$ cat src/design/assert_macros.svh
// Assertion helpers used by the frame tracker module arc_frame.
// Each macro expects signals named clk and rst_n in the enclosing module.
`ifndef ASSERT_MACROS_SVH
`define ASSERT_MACROS_SVH

// Property checked at every clock edge outside reset.
`define ARC_ASSERT(lbl, prop, msg) \
  lbl: assert property (@(posedge clk) disable iff (!rst_n) (prop)) else $error(msg);

// Implication checked at every clock edge outside reset.
`define ARC_ASSERT_IMP(lbl, ante, cons, msg) \
  lbl: assert property (@(posedge clk) disable iff (!rst_n) (ante) |-> (cons)) else $error(msg);

`endif

$ cat src/design/arc_pkg.sv
`default_nettype none

package arc_pkg;

  // Frame buffer capacity default and fixed keyword window geometry.
  localparam int BufferBytesDef = 100;
  localparam int KwCount        = 15;
  localparam int WinDepth       = 19;
  localparam int KwBits         = WinDepth * 8;
  localparam int KwDtmf         = 1;

  // Beat kinds on the input channel.
  localparam logic KindByte    = 1'b0;
  localparam logic KindTimeout = 1'b1;

  // Event codes.
  localparam logic [3:0] EvNone       = 4'd0;
  localparam logic [3:0] EvRing       = 4'd1;
  localparam logic [3:0] EvDtmf       = 4'd2;
  localparam logic [3:0] EvSignal     = 4'd3;
  localparam logic [3:0] EvSms        = 4'd4;
  localparam logic [3:0] EvConnected  = 4'd5;
  localparam logic [3:0] EvCallEnd    = 4'd6;
  localparam logic [3:0] EvSmsSent    = 4'd7;
  localparam logic [3:0] EvOperator   = 4'd8;
  localparam logic [3:0] EvBusy       = 4'd9;
  localparam logic [3:0] EvSimRemoved = 4'd10;
  localparam logic [3:0] EvSimReady   = 4'd11;

  typedef logic [KwBits-1:0] kw_text_t;
  typedef logic [4:0]        kw_len_t;
  typedef logic [3:0]        event_t;

  // Window of recent bytes; entry 0 holds the newest byte.
  typedef logic [WinDepth-1:0][7:0] window_t;

  // Keyword text, right aligned: byte 0 is the last character.
  localparam kw_text_t KwText [KwCount] = '{
    KwBits'("+CLIP:"),
    KwBits'("+DTMF: "),
    KwBits'("+CSQ:"),
    KwBits'("+CPIN: READY"),
    KwBits'("+CMT:"),
    KwBits'("MO CONNECTED"),
    KwBits'("NO CARRIER"),
    KwBits'("+CMGS:"),
    KwBits'("+COPS: 0,0,"),
    KwBits'("BUSY"),
    KwBits'("NO ANSWER"),
    KwBits'("+CPIN: NOT READY"),
    KwBits'("+CPIN: NOT INSERTED"),
    KwBits'("Call Ready"),
    KwBits'("SMS Ready")
  };

  localparam kw_len_t KwLen [KwCount] = '{
    5'd6, 5'd7, 5'd5, 5'd12, 5'd5, 5'd12, 5'd10, 5'd6,
    5'd11, 5'd4, 5'd9, 5'd16, 5'd19, 5'd10, 5'd9
  };

  localparam event_t EventOfKw [KwCount] = '{
    EvRing, EvDtmf, EvSignal, EvSimReady, EvSms, EvConnected, EvCallEnd,
    EvSmsSent, EvOperator, EvBusy, EvBusy, EvSimRemoved, EvSimRemoved,
    EvSimReady, EvSimReady
  };

  // Registered input beat handed to the frame tracker.
  typedef struct packed {
    logic       valid;
    logic       kind;
    logic [7:0] rx_byte;
  } arc_beat_t;

  // Classification of the closing frame.
  typedef struct packed {
    event_t     event_code;
    logic [7:0] dtmf_char;
  } arc_class_t;

endpackage

`default_nettype wire

$ cat src/design/arc_kw_match.sv
`default_nettype none

module arc_kw_match (
  input  wire arc_pkg::window_t              window_nxt,
  input  wire logic [arc_pkg::KwCount-1:0]   seen,
  input  wire logic [7:0]                    dtmf_byte,
  output logic      [arc_pkg::KwCount-1:0]   hit,
  output arc_pkg::arc_class_t                cls
);

  // Compare the tail of the shifted window against every keyword in parallel.
  always_comb begin
    for (int k = 0; k < arc_pkg::KwCount; k++) begin
      hit[k] = 1'b1;
      for (int i = 0; i < arc_pkg::WinDepth; i++) begin
        if ((5'(i) < arc_pkg::KwLen[k]) &&
            (window_nxt[i] != arc_pkg::KwText[k][8*i +: 8])) begin
          hit[k] = 1'b0;
        end
      end
    end
  end

  // The highest-indexed keyword seen in the frame selects the event.
  always_comb begin
    cls.event_code = arc_pkg::EvNone;
    cls.dtmf_char  = 8'd0;
    for (int k = 0; k < arc_pkg::KwCount; k++) begin
      if (seen[k]) begin
        cls.event_code = arc_pkg::EventOfKw[k];
        cls.dtmf_char  = (k == arc_pkg::KwDtmf) ? dtmf_byte : 8'd0;
      end
    end
  end

endmodule

`default_nettype wire

$ cat src/design/arc_frame.sv
`default_nettype none
`include "assert_macros.svh"

module arc_frame #(
  parameter int BUFFER_BYTES = arc_pkg::BufferBytesDef
) (
  input  wire                      clk,
  input  wire                      rst_n,
  input  wire arc_pkg::arc_beat_t  beat,
  output logic                     adv,
  output logic                     out_valid,
  input  wire                      out_stall,
  output logic [3:0]               out_event_code,
  output logic [7:0]               out_dtmf_char,
  output logic                     out_overflowed,
  output logic [6:0]               out_frame_length
);

  localparam int CntRaw = $clog2(BUFFER_BYTES + 1);
  localparam int CntW   = (CntRaw > 7) ? CntRaw : 7;

  arc_pkg::window_t                window_r;
  arc_pkg::window_t                window_nxt;
  logic [arc_pkg::KwCount-1:0]     seen_r;
  logic [arc_pkg::KwCount-1:0]     seen_nxt;
  logic [arc_pkg::KwCount-1:0]     hit;
  logic [CntW-1:0]                 count_r;
  logic                            ovf_r;
  logic                            pend_r;
  logic                            pend_nxt;
  logic [7:0]                      dbyte_r;
  logic [7:0]                      dbyte_nxt;
  arc_pkg::arc_class_t             cls;
  logic                            timeout;
  logic                            take_byte;
  logic                            drop_byte;
  logic                            room;

  logic                            out_valid_r;
  logic [3:0]                      out_event_code_r;
  logic [7:0]                      out_dtmf_char_r;
  logic                            out_overflowed_r;
  logic [6:0]                      out_frame_length_r;

  // A byte beat always moves on; a timeout beat needs a free result register.
  assign adv = beat.valid &&
               ((beat.kind == arc_pkg::KindByte) || !out_valid_r || !out_stall);

  assign room      = (count_r < CntW'(BUFFER_BYTES));
  assign timeout   = adv && (beat.kind == arc_pkg::KindTimeout);
  assign take_byte = adv && (beat.kind == arc_pkg::KindByte) && room;
  assign drop_byte = adv && (beat.kind == arc_pkg::KindByte) && !room;

  // Shift the new byte into the newest slot of the window.
  assign window_nxt = {window_r[arc_pkg::WinDepth-2:0], beat.rx_byte};

  arc_kw_match u_match (
    .window_nxt (window_nxt),
    .seen       (seen_r),
    .dtmf_byte  (dbyte_r),
    .hit        (hit),
    .cls        (cls)
  );

  // Keyword flags and the capture of the byte after the first DTMF keyword.
  always_comb begin
    seen_nxt  = seen_r | hit;
    pend_nxt  = pend_r;
    dbyte_nxt = dbyte_r;
    if (pend_r) begin
      dbyte_nxt = beat.rx_byte;
      pend_nxt  = 1'b0;
    end
    if (hit[arc_pkg::KwDtmf] && !seen_r[arc_pkg::KwDtmf]) begin
      pend_nxt = 1'b1;
    end
  end

  // Frame state: cleared at reset and whenever a timeout closes the frame.
  always_ff @(posedge clk) begin
    if (!rst_n || timeout) begin
      window_r <= '0;
      seen_r   <= '0;
      count_r  <= '0;
      ovf_r    <= 1'b0;
      pend_r   <= 1'b0;
      dbyte_r  <= 8'd0;
    end else if (take_byte) begin
      window_r <= window_nxt;
      seen_r   <= seen_nxt;
      count_r  <= count_r + 1'b1;
      pend_r   <= pend_nxt;
      dbyte_r  <= dbyte_nxt;
    end else if (drop_byte) begin
      ovf_r    <= 1'b1;
    end
  end

  // Result register: loaded on a timeout, released when the beat is taken.
  always_ff @(posedge clk) begin
    if (!rst_n) begin
      out_valid_r <= 1'b0;
    end else if (timeout) begin
      out_valid_r <= 1'b1;
    end else if (!out_stall) begin
      out_valid_r <= 1'b0;
    end
  end

  always_ff @(posedge clk) begin
    if (timeout) begin
      out_event_code_r   <= cls.event_code;
      out_dtmf_char_r    <= cls.dtmf_char;
      out_overflowed_r   <= ovf_r;
      out_frame_length_r <= count_r[6:0];
    end
  end

  assign out_valid        = out_valid_r;
  assign out_event_code   = out_event_code_r;
  assign out_dtmf_char    = out_dtmf_char_r;
  assign out_overflowed   = out_overflowed_r;
  assign out_frame_length = out_frame_length_r;

  // Consistency checks on the frame state and the result.
  `ARC_ASSERT(a_count_bound, count_r <= CntW'(BUFFER_BYTES), "frame count beyond capacity")
  `ARC_ASSERT_IMP(a_ovf_full, ovf_r, count_r == CntW'(BUFFER_BYTES), "overflow before full")
  `ARC_ASSERT_IMP(a_pend_seen, pend_r, seen_r[arc_pkg::KwDtmf], "capture without keyword")
  `ARC_ASSERT_IMP(a_dchar_dtmf, out_valid_r && (out_dtmf_char_r != 8'd0), out_event_code_r == arc_pkg::EvDtmf, "dtmf char on other event")
  `ARC_ASSERT(a_rearm, timeout |=> (count_r == '0 && seen_r == '0 && !ovf_r), "frame not rearmed")

endmodule

`default_nettype wire

$ cat src/design/at_response_classifier_top.sv
// A timeout beat passes the input register, then loads the out_valid register.
// Throughput: one beat per cycle; a byte beat waits only behind a timeout beat
// whose result register is still held by out_stall.
// Reset (rst_n low, synchronous) empties the input stage and the result register
// and clears the frame: window, keyword flags, count, overflow and DTMF capture.
`default_nettype none

module at_response_classifier_top #(
  parameter int BUFFER_BYTES = arc_pkg::BufferBytesDef
) (
  input  wire        clk,
  input  wire        rst_n,
  input  wire        in_valid,
  output logic       in_stall,
  input  wire        in_kind,
  input  wire [7:0]  in_rx_byte,
  output logic       out_valid,
  input  wire        out_stall,
  output logic [3:0] out_event_code,
  output logic [7:0] out_dtmf_char,
  output logic       out_overflowed,
  output logic [6:0] out_frame_length
);

  arc_pkg::arc_beat_t beat_r;
  logic               adv;

  // Input register holds its beat until the frame tracker takes it.
  assign in_stall = beat_r.valid && !adv;

  always_ff @(posedge clk) begin
    if (!rst_n) begin
      beat_r.valid <= 1'b0;
    end else if (!in_stall) begin
      beat_r.valid   <= in_valid;
      beat_r.kind    <= in_kind;
      beat_r.rx_byte <= in_rx_byte;
    end
  end

  arc_frame #(
    .BUFFER_BYTES (BUFFER_BYTES)
  ) u_frame (
    .clk              (clk),
    .rst_n            (rst_n),
    .beat             (beat_r),
    .adv              (adv),
    .out_valid        (out_valid),
    .out_stall        (out_stall),
    .out_event_code   (out_event_code),
    .out_dtmf_char    (out_dtmf_char),
    .out_overflowed   (out_overflowed),
    .out_frame_length (out_frame_length)
  );

endmodule

`default_nettype wire

$ cat config.mk
export PLATFORM = sky130hd
export DESIGN_NAME = at_response_classifier_top
export DESIGN_NICKNAME = d
export VERILOG_FILES = /design/src/design/arc_pkg.sv /design/src/design/arc_kw_match.sv /design/src/design/arc_frame.sv /design/src/design/at_response_classifier_top.sv
export VERILOG_INCLUDE_DIRS = /design/src /design/src/design
export SDC_FILE = /design/constraint.sdc
export NUM_CORES = 1
export LEC_CHECK = 0
export ABC_AREA = 1
export BUFFER_PORTS_ARGS = -buffer_cell sky130_fd_sc_hd__buf_2
export CORE_UTILIZATION = 60
export DETAILED_ROUTE_END_ITERATION = 6
export PLACE_DENSITY_LB_ADDON = 0.25
export SLEW_MARGIN = 20
export SYNTH_ARGS = -nofsm -noshare
export SYNTH_HDL_FRONTEND = slang
export SYNTH_HIERARCHICAL = 1
export SYNTH_SLANG_ARGS = --single-unit
$ cat constraint.sdc
create_clock -name clk -period 3.3 [get_ports clk]
set_input_delay 0.495 -clock clk [delete_from_list [all_inputs] [get_ports clk]]
set_output_delay 0.495 -clock clk [all_outputs]
set_load 0.1 [all_outputs]
* Yosys cells after proc, flatten, opt, wreduce, memory -nomap -nowiden
Cells that the tools add are included.
** Storage, ports and cells
- Bits of input ports :: 13
- Register bits :: 207
- Logic and storage cells :: 294
** Operators by class
- Mux-type cells :: 136
- Magnitude comparators :: 1
- $add $sub $neg :: 1
- Reductions and logical operators :: 23
- Bitwise logic cells :: 4
- Eq/ne operators :: 96
** Operators with widths (count)
- $ne A8 B7 Y1 const B :: 70
- $ne A8 B6 Y1 const B :: 25
- $mux W1 :: 123
- $mux W12 :: 7
- $mux W10 :: 3
- $mux W9 :: 3
- $or A15 B15 Y15 :: 1
- $reduce_or A13 Y1 :: 1
- $add A7 B1 Y7 const B :: 1
- $logic_and A1 B1 Y1 :: 7
- $lt A7 B7 Y1 const B :: 1
- $reduce_or A7 Y1 :: 1
- $logic_not A1 Y1 :: 6
- $reduce_and A2 Y1 :: 3
- $reduce_or A4 Y1 :: 1
- $logic_or A1 B1 Y1 :: 3
- $not A1 Y1 :: 3
- $ne A2 B1 Y1 const B :: 1
- $reduce_or A2 Y1 :: 1

* Logic depth before layout (Yosys ltp)
Gate-level depths: netlist of run 1.
- Depth in word-level cells :: 21
- Depth in mapped cells :: 11

* Cells and area by module
Netlist of run 1, hierarchy kept.
** By module, submodules not included
- arc_frame :: sequential area each 4144.0 um^2, cells an instance 863, area an instance 7108.1 um^2, instances 1
- arc_kw_match :: sequential area each 0.0 um^2, cells an instance 517, area an instance 2274.7 um^2, instances 1
- at_response_classifier_top :: sequential area each 290.3 um^2, cells an instance 17, area an instance 320.3 um^2, instances 1

* Worst setup path after synthesis of run 1
Ideal clock, no wire load.
- Path kind :: register -> register
- From :: register u_frame.out_valid_r, in the netlist u_frame/out_valid
- To :: register beat_r[0] in the netlist's numbering (enable)
- Slack :: 1009 ps
- Data arrival time :: 1988 ps
- Setup time :: 302 ps
- Stages on the path, launching flop included :: 10
- Buffers on the path :: 0
- Cell sequence :: dfxtp_1 > nand2_1 > inv_1 > nand2_1 > nand2_1 > inv_1 > inv_1 > nand2_2 > inv_2 > nor2_1
** Between the ends
- Longest elaborated chain between the ends :: 8
** Ends and longest elaborated chain
- start: declaration :: RTL line arc_frame.sv:39 : logic out_valid_r;
- start signal: assignment :: RTL line arc_frame.sv:102 : out_valid_r <= 1'b0;
- start signal: assignment :: RTL line arc_frame.sv:104 : out_valid_r <= 1'b1;
- start signal: assignment :: RTL line arc_frame.sv:106 : out_valid_r <= 1'b0;
- $logic_not A1 Y1 :: RTL line arc_frame.sv:47 : ((beat.kind == arc_pkg::KindByte) || !out_valid_r || !out_stall);
- $logic_or A1 B1 Y1 (2 in a row) :: RTL line arc_frame.sv:47
- $logic_and A1 B1 Y1 :: RTL line arc_frame.sv:46 : assign adv = beat.valid &&
- named net adv :: RTL line at_response_classifier_top.sv:26 : logic adv;
- $logic_not A1 Y1 :: RTL line at_response_classifier_top.sv:29 : assign in_stall = beat_r.valid && !adv;
- $logic_and A1 B1 Y1 :: RTL line at_response_classifier_top.sv:29
- named net in_stall :: RTL line at_response_classifier_top.sv:14 : output logic in_stall,
- $not A1 Y1 (no line)
- $reduce_and A2 Y1 (no line)
- end: declaration :: RTL line at_response_classifier_top.sv:25 : arc_pkg::arc_beat_t beat_r;
The timed path passes the listed nets, and every way through them passes these cells.
A chain may end at the register's enable or synchronous reset.

* Worst setup path after layout of run 1
- From :: register u_frame.out_valid_r, in the netlist u_frame/out_valid
- To :: output in_stall
** Between the ends
- Longest elaborated chain between the ends :: 6
** Ends and longest elaborated chain (RTL line)
- $logic_not A1 Y1 :: arc_frame.sv:47
- $logic_or A1 B1 Y1 (2 in a row) :: arc_frame.sv:47
- $logic_and A1 B1 Y1 :: arc_frame.sv:46
- named net adv :: at_response_classifier_top.sv:26
- $logic_not A1 Y1 :: at_response_classifier_top.sv:29
- $logic_and A1 B1 Y1 :: at_response_classifier_top.sv:29
- end: declaration :: at_response_classifier_top.sv:14
The timed path passes the listed nets, and every way through them passes these cells.

==> results of run 1 <==
-- cells by family after synthesis --
kind of cell               share of synthesized area [%]
and+or+nand+nor                                     35.5
adders and majority gates                          0.129
DFF                                                 45.7
buffers and inverters                               9.89
AOI/OAI and AO/OA                                   8.77
-- worst paths after layout --
check,startpoint,endpoint,depth (start not counted)
hold reg to reg,u_frame/ovf_r$_SDFFE_PP0P_,u_frame/out_overflowed$_DFFE_PP_,0
setup reg to reg,u_frame/count_r[3]$_SDFFE_PP0P_,u_frame/window_nxt[45]$_SDFFE_PP0P_,8
hold / removal,in_kind,beat_r[8]$_DFFE_PP_,1
setup / recovery,u_frame/out_valid$_SDFFE_PN0P_,in_stall,9
-- layout make-up --
type                       count  area (µm²)
sequential                   207        4430
timing repair buffer          40         265
multi-input combinational    976        4310
fill                        1428        5230
clock inverter                 3        40.0
tap                          216         270
clock buffer                  36         694
inverter                     154         582
-- cells in the final DEF (no fill, tap or decap), types with 5 or more instances in the layout --
| master | netlist | layout |
|---|---|---|
| buf_2 | 19 | 34 |
| nand3_1 | 89 | 89 |
| clkbuf_8 | 0 | 7 |
| nor2_2 | 7 | 7 |
| inv_1 | 149 | 149 |
| a21oi_1 | 23 | 23 |
| o21ai_0 | 126 | 126 |
| nand3b_1 | 10 | 10 |
| edfxtp_1 | 29 | 29 |
| nand2_2 | 5 | 5 |
| o21ai_1 | 21 | 21 |
| nand2_1 | 147 | 147 |
| dfxtp_1 | 178 | 178 |
| clkbuf_1 | 21 | 6 |
| nor3_2 | 8 | 8 |
| nand4_1 | 36 | 36 |
| nor3_1 | 21 | 21 |
| clkbuf_16 | 0 | 23 |
| nor2_1 | 467 | 467 |
-- critical path: stages (launching register included) --
cell,delay (ns)
dfxtp_1,0.32
nand2_1,0.07
inv_1,0.07
nand2_1,0.05
nand2_1,0.07
inv_1,0.04
inv_1,0.05
nand2_2,0.05
inv_2,0.05
buf_2,0.41
-- registers in the layout, summed over array words and instances, names as in the netlist --
| register | count |
|---|---|
| u_frame/out_overflowed | 1 |
| u_frame/pend_r | 1 |
| u_frame/out_frame_length | 7 |
| beat_r | 10 |
| u_frame/dbyte_r | 8 |
| u_frame/seen_r | 15 |
| u_frame/out_valid | 1 |
| u_frame/ovf_r | 1 |
| u_frame/out_event_code | 4 |
| u_frame/out_dtmf_char | 8 |
| u_frame/count_r | 7 |
| u_frame/window_nxt | 144 |
-- report_power, final --
group          total (mW)  switching [mW]  internal [mW]
Clock                2.48           0.973           1.51
Sequential           2.80           0.129           2.67
Combinational       0.526           0.369          0.157
Total                5.80            1.47           4.33
-- per-layer routing --
layer / part of all wire, % / GRT usage [%] / up-vias
met5: 0 / 0 / -
met3: 6.2 / 4.67 / 45
met1: 47 / 38.7 / 3895
li1: - / - / 4442
met2: 45 / 43.3 / 219
met4: 2.1 / 7.54 / 0
-- stage by stage --
step / instances / area, µm² / hold slack, ns / power [mW] / util, %
after CTS: 1632 / 10600 / 0.156 / 5.83 / 66.9
final: 1632 / 10600 / 0.169 / 5.80 / 66.9
after detailed placement: 1593 / 9860 / 0.429 / 3.37 / 62.3
after global placement: 1593 / 9860 / 0.430 / 3.36 / 62.3
after floorplan: 1397 / 9700 / 0.408 / 3.25 / -
after global routing: 1632 / 10600 / 0.156 / 6.03 / 66.9
==> out/qor.csv, run 1 <==
stage;metric;value;unit
status;status;finished, final reports clean;
power_and_ir_drop;pwr dens;548;nW/µm²
detailed_routing;ANT nets after route;0;
power_and_ir_drop;worst vdd ir;466;µV
yosys;ys async rst share;0;%
global_route;GRT Total Usage;27.4;%
finish;# diodes;0;
yosys;ranking of synthesized cells by area;dfxtp_1 (37%), nor2_1 (18%), edfxtp_1 (9.0%);
placement;dpl hpwl;15.0;mm
global_route;global-route wire length before repair;36.8;mm
yosys;Synth top area share;36.7;%
sta;Tmin final;2.19;ns
yosys;synthesized flop and latch total;207;
cts;CTS Hold Bufs;0;
floorplan;I/O Pins;35;
yosys;post-synth cell types;30;
placement;IO buf count;34;
detailed_routing;TritonRoute pass-1 iters;5;
detailed_routing;Routed wire per std cell;13.9;µm
cts;CTS Root Cell;clkbuf_16;
yosys;most frequent cells after synthesis;nor2_1 (467), dfxtp_1 (178), inv_1 (149);
detailed_routing;DR DRC count;0;
detailed_routing;Vias/cell;5.27;
yosys;YS warnings;6;
yosys;synthesized cell area;9700;µm²
yosys;EDFF count, synth;29;
sta;setup slack after layout;1.11;ns
cts;Clock Latency Late Sink;0.51;ns
setup_path;Critical Path Fanout Max;2;
yosys;top-count cell post-synth;nor2_1;
detailed_routing;DRT iter0 DRCs;797;
global_route;grt ovf;0;
setup_path;CP Capture Type;output port;
hold_path;worst hold path type;in -> reg;
floorplan;core footprint;15800;µm²
cts;cts bufs inserted;22;
floorplan;Starting Density;61.3;%
run;max-cap viol count;0;
sta;Max Fclk;457;MHz
sta;setup_tns;0;ns
placement;pre-CTS setup slack;1.33;ns
cts;CTS tree;built;
detailed_routing;DR vias;8601;
floorplan;Die ar.;16700;µm²
sta;setup violation total in the final timing report;0;
yosys;Mean Syn Cell Area;6.95;µm²
floorplan;Std-Cell Rows;46;
yosys;Yosys top cell by area;dfxtp_1;
cts;# H-tree levels;1;
yosys;Main synth FF type;dfxtp_1;
cts;number of setup buffers added after CTS;0;
power_and_ir_drop;leakage power;3.95;nW
sta;clock skew;0.0122;ns
cts;Post-CTS Resized;0;
global_route;vias in the first global route;7617;
finish;area grow syn2layout;9.19;%
cts;Clock transition at path regs;0.06;ns
setup_path;Worst Path Required;2.80;ns
floorplan;die height;129;µm
finish;layout cells sized above 1;7.34;%
sta;final period utilization;66.3;%
global_route;initial antenna violation count;0;
sta;Worst-Margin Slew;0.777;ns
cts;Max Buffers Root-to-Sink;3;
setup_path;kind of critical path;reg -> out;
sta;Final Hold Viols;0;
floorplan;die width;129;µm
detailed_routing;final wirelength;22.6;mm
yosys;cells after synthesis;1397;
setup_path;CP arrival;1.69;ns
placement;RD Place Congestion;0.889;
global_route;pin count of the biggest net entering global routing;157;
sta;Worst slew margin;48.1;%
setup_path;CP Launch Type;register;
setup_path;reg-to-reg slack, setup;1.30;ns
yosys;Syn Nets;1411;
yosys;post-synthesis sequential area ratio;45.7;%
cts;clock sinks;207;
sta;RSZ-0062 raised after global routing;false;
sta;Slew Viols, Final;0;
finish;Final Net Count;1415;
Power figures use the tool's default switching activity.
==> inputs of run 2 (changes only) <==
==> constraint.sdc (replaced) <==
create_clock -name clk -period 2.1 [get_ports clk]
set_input_delay 0.315 -clock clk [delete_from_list [all_inputs] [get_ports clk]]
set_output_delay 0.315 -clock clk [all_outputs]
set_load 0.1 [all_outputs]
==> out/qor.csv, run 2 (synthesized netlist as in run 1, its figures left out) <==
stage;metric;value;unit;change
status;status;finished, final reports clean;;
sta;RSZ-0062 raised after global routing;false;;
power_and_ir_drop;switching part of the total power;26.0;%;+0.61 points
placement;dpl hpwl;15.9;mm;+5.9%
setup_path;Max stage delay on crit path;0.41;ns;about the same
setup_path;CP arrival;1.64;ns;-0.05 ns
floorplan;Std-Cell Rows;46;;unchanged
finish;Final Util;67.2;%;+0.30 points
cts;Max Buffers Root-to-Sink;3;;unchanged
sta;Worst-Margin Slew;0.592;ns;-0.185 ns
setup_path;Critical Path Fanout Max;2;;unchanged
global_route;pin count of the biggest net entering global routing;150;;-4.5%
global_route;GRT Total Usage;28.4;%;+1.0 points
floorplan;die height;129;µm;unchanged
placement;RD Place Congestion;0.933;;+5.0%
sta;Final Hold Viols;0;;unchanged
power_and_ir_drop;Switch Pwr;2.28;mW;+55%
setup_path;slowest CP cell;buf_2;;
cts;cts bufs inserted;22;;unchanged
finish;layout cells sized above 1;7.35;%;+0.0083 points
detailed_routing;Vias/cell;5.32;;+0.89%
sta;Worst slew margin;60.6;%;+12 points
setup_path;Worst Path Required;1.78;ns;-1.02 ns
detailed_routing;DRT iter0 DRCs;829;;+4.0%
sta;Max Fclk;511;MHz;
power_and_ir_drop;pwr dens;825;nW/µm²;+51%
finish;number of flip-flops in the largest register;144;;unchanged
floorplan;Starting Density;61.3;%;unchanged
setup_path;CP Capture Type;output port;;
sta;Slew Viols, Final;0;;unchanged
sta;clock skew;0.0124;ns;+0.000195 ns
cts;Post-CTS Resized;0;;unchanged
global_route;initial antenna violation count;0;;unchanged
floorplan;Die ar.;16700;µm²;unchanged
hold_path;worst hold path type;in -> reg;;
detailed_routing;TritonRoute pass-1 iters;6;;+1
floorplan;core footprint;15800;µm²;unchanged
placement;IO buf count;34;;unchanged
floorplan;I/O Pins;35;;unchanged
cts;CTS Root Cell;clkbuf_16;;
cts;CTS tree;built;;
sta;Tmin final;1.96;ns;
finish;Final Net Count;1429;;+0.99%
finish;Final Cell Area;10600;µm²;+0.45%
detailed_routing;DR vias;8741;;+1.6%
placement;area post-placement;9920;µm²;+0.60%
detailed_routing;final wirelength;23.5;mm;+3.8%
detailed_routing;Routed wire per std cell;14.3;µm;+3.0%
sta;Fin Hold WS;0.0334;ns;-0.136 ns
setup_path;kind of critical path;reg -> out;;
detailed_routing;DR DRC count;0;;unchanged
placement;placed cells;1599;;+0.38%
detailed_routing;ANT nets after route;0;;unchanged
power_and_ir_drop;worst vdd ir;555;µV;+19%
cts;Clock transition at path regs;0.06;ns;about the same
power_and_ir_drop;Logic pwr share;9.8;%;+0.7 points
floorplan;die width;129;µm;unchanged
power_and_ir_drop;part of the power in registers;50.1;%;+1.9 points
power_and_ir_drop;leakage power;3.97;nW;+0.51%
sta;setup violation total in the final timing report;0;;unchanged
finish;area grow syn2layout;9.68;%;
cts;Clock Latency Late Sink;0.50;ns;about the same
power_and_ir_drop;Cell Int Power;6.50;mW;+50%
global_route;vias in the first global route;7621;;+0.053%
cts;# H-tree levels;1;;unchanged
power_and_ir_drop;Clk pwr share;40.1;%;-2.6 points
sta;setup_tns;0;ns;unchanged
cts;clock sinks;207;;unchanged
setup_path;worst path cell trace;nand2_1 > inv_1 > nand2_1 > nand2_1 > inv_1 > inv_1 > nand2_2 > inv_2 > buf_2;;
finish;# diodes;0;;unchanged
global_route;global-route wire length before repair;38.0;mm;+3.4%
sta;final period utilization;93.2;%;
finish;commonest non-fill, non-tap cell in the layout;nor2_1;;
finish;most frequent cells in the layout;nor2_1 (467), dfxtp_1 (177), inv_1 (149), nand2_1 (147), o21ai_0 (126);;
global_route;grt ovf;0;;unchanged
setup_path;CP Launch Type;register;;
finish;fin cells;1644;;+0.74%
run;max-cap viol count;0;;unchanged
run 2: path summary, 6_finish.rpt:
check,end,start,cells past startpoint,slack (ns)
setup / recovery,in_stall,u_frame/out_valid$_SDFFE_PN0P_,9,0.14
hold / removal,beat_r[4]$_DFFE_PP_,in_rx_byte[4],1,0.03
setup reg to reg,u_frame/pend_r$_SDFFE_PP0P_,beat_r[6]$_DFFE_PP_,9,0.26
hold reg to reg,u_frame/out_overflowed$_DFFE_PP_,u_frame/ovf_r$_SDFFE_PP0P_,0,0.44
run 2: per-stage QoR:
| step | worst slack, ns | total power [mW] |
|---|---|---|
| 2_1_floorplan | 0.134 | 5.11 |
| 4_1_cts | 0.137 | 8.84 |
| 5_1_grt | 0.0423 | 9.14 |
| 6_report | 0.143 | 8.78 |
| 3_3_place_gp | 0.321 | 5.30 |
| 3_5_place_dp | 0.305 | 5.32 |
run 2: worst max-delay path, delay by kind of cell, from the launching register on:
family | cells | cell delay (ns)
buffers and inverters | 5 | 0.62
DFF | 1 | 0.32
and+or+nand+nor | 4 | 0.21
run 2: power groups by stage:
stage / sequential, mW / combinational, mW / clock (mW)
global route: 4.42 / 0.968 / 3.75
CTS: 4.39 / 0.857 / 3.59
finish: 4.40 / 0.862 / 3.53
detailed placement: 4.48 / 0.840 / 0
floorplan: 4.51 / 0.604 / 0
global placement: 4.47 / 0.828 / 0
run 2: routing by layer:
layer | track usage [%] | vias up | wire, µm | share of wire (%)
met5 | 0 | - | 0 | 0
met4 | 7.89 | 0 | 354 | 1.5
met3 | 4.58 | 29 | 1500 | 6.4
met2 | 45.0 | 250 | 10600 | 45
met1 | 40.2 | 3989 | 11000 | 47
li1 | - | 4473 | - | -
run 2: layout make-up:
| cell class | instances | area, µm² |
|---|---|---|
| multi-input combinational | 976 | 4310 |
| sequential | 207 | 4440 |
| tap | 216 | 270 |
| clock buffer | 34 | 627 |
| timing repair buffer | 54 | 403 |
| fill | 1404 | 5180 |
| inverter | 154 | 582 |
| clock inverter | 3 | 16.3 |
run 2: what timing repair did:
action	CTS	global route
buffers inserted	0	0
endpoints found under the hold margin	7	1
endpoints found under the setup margin	0	0
hold buffers	7	1
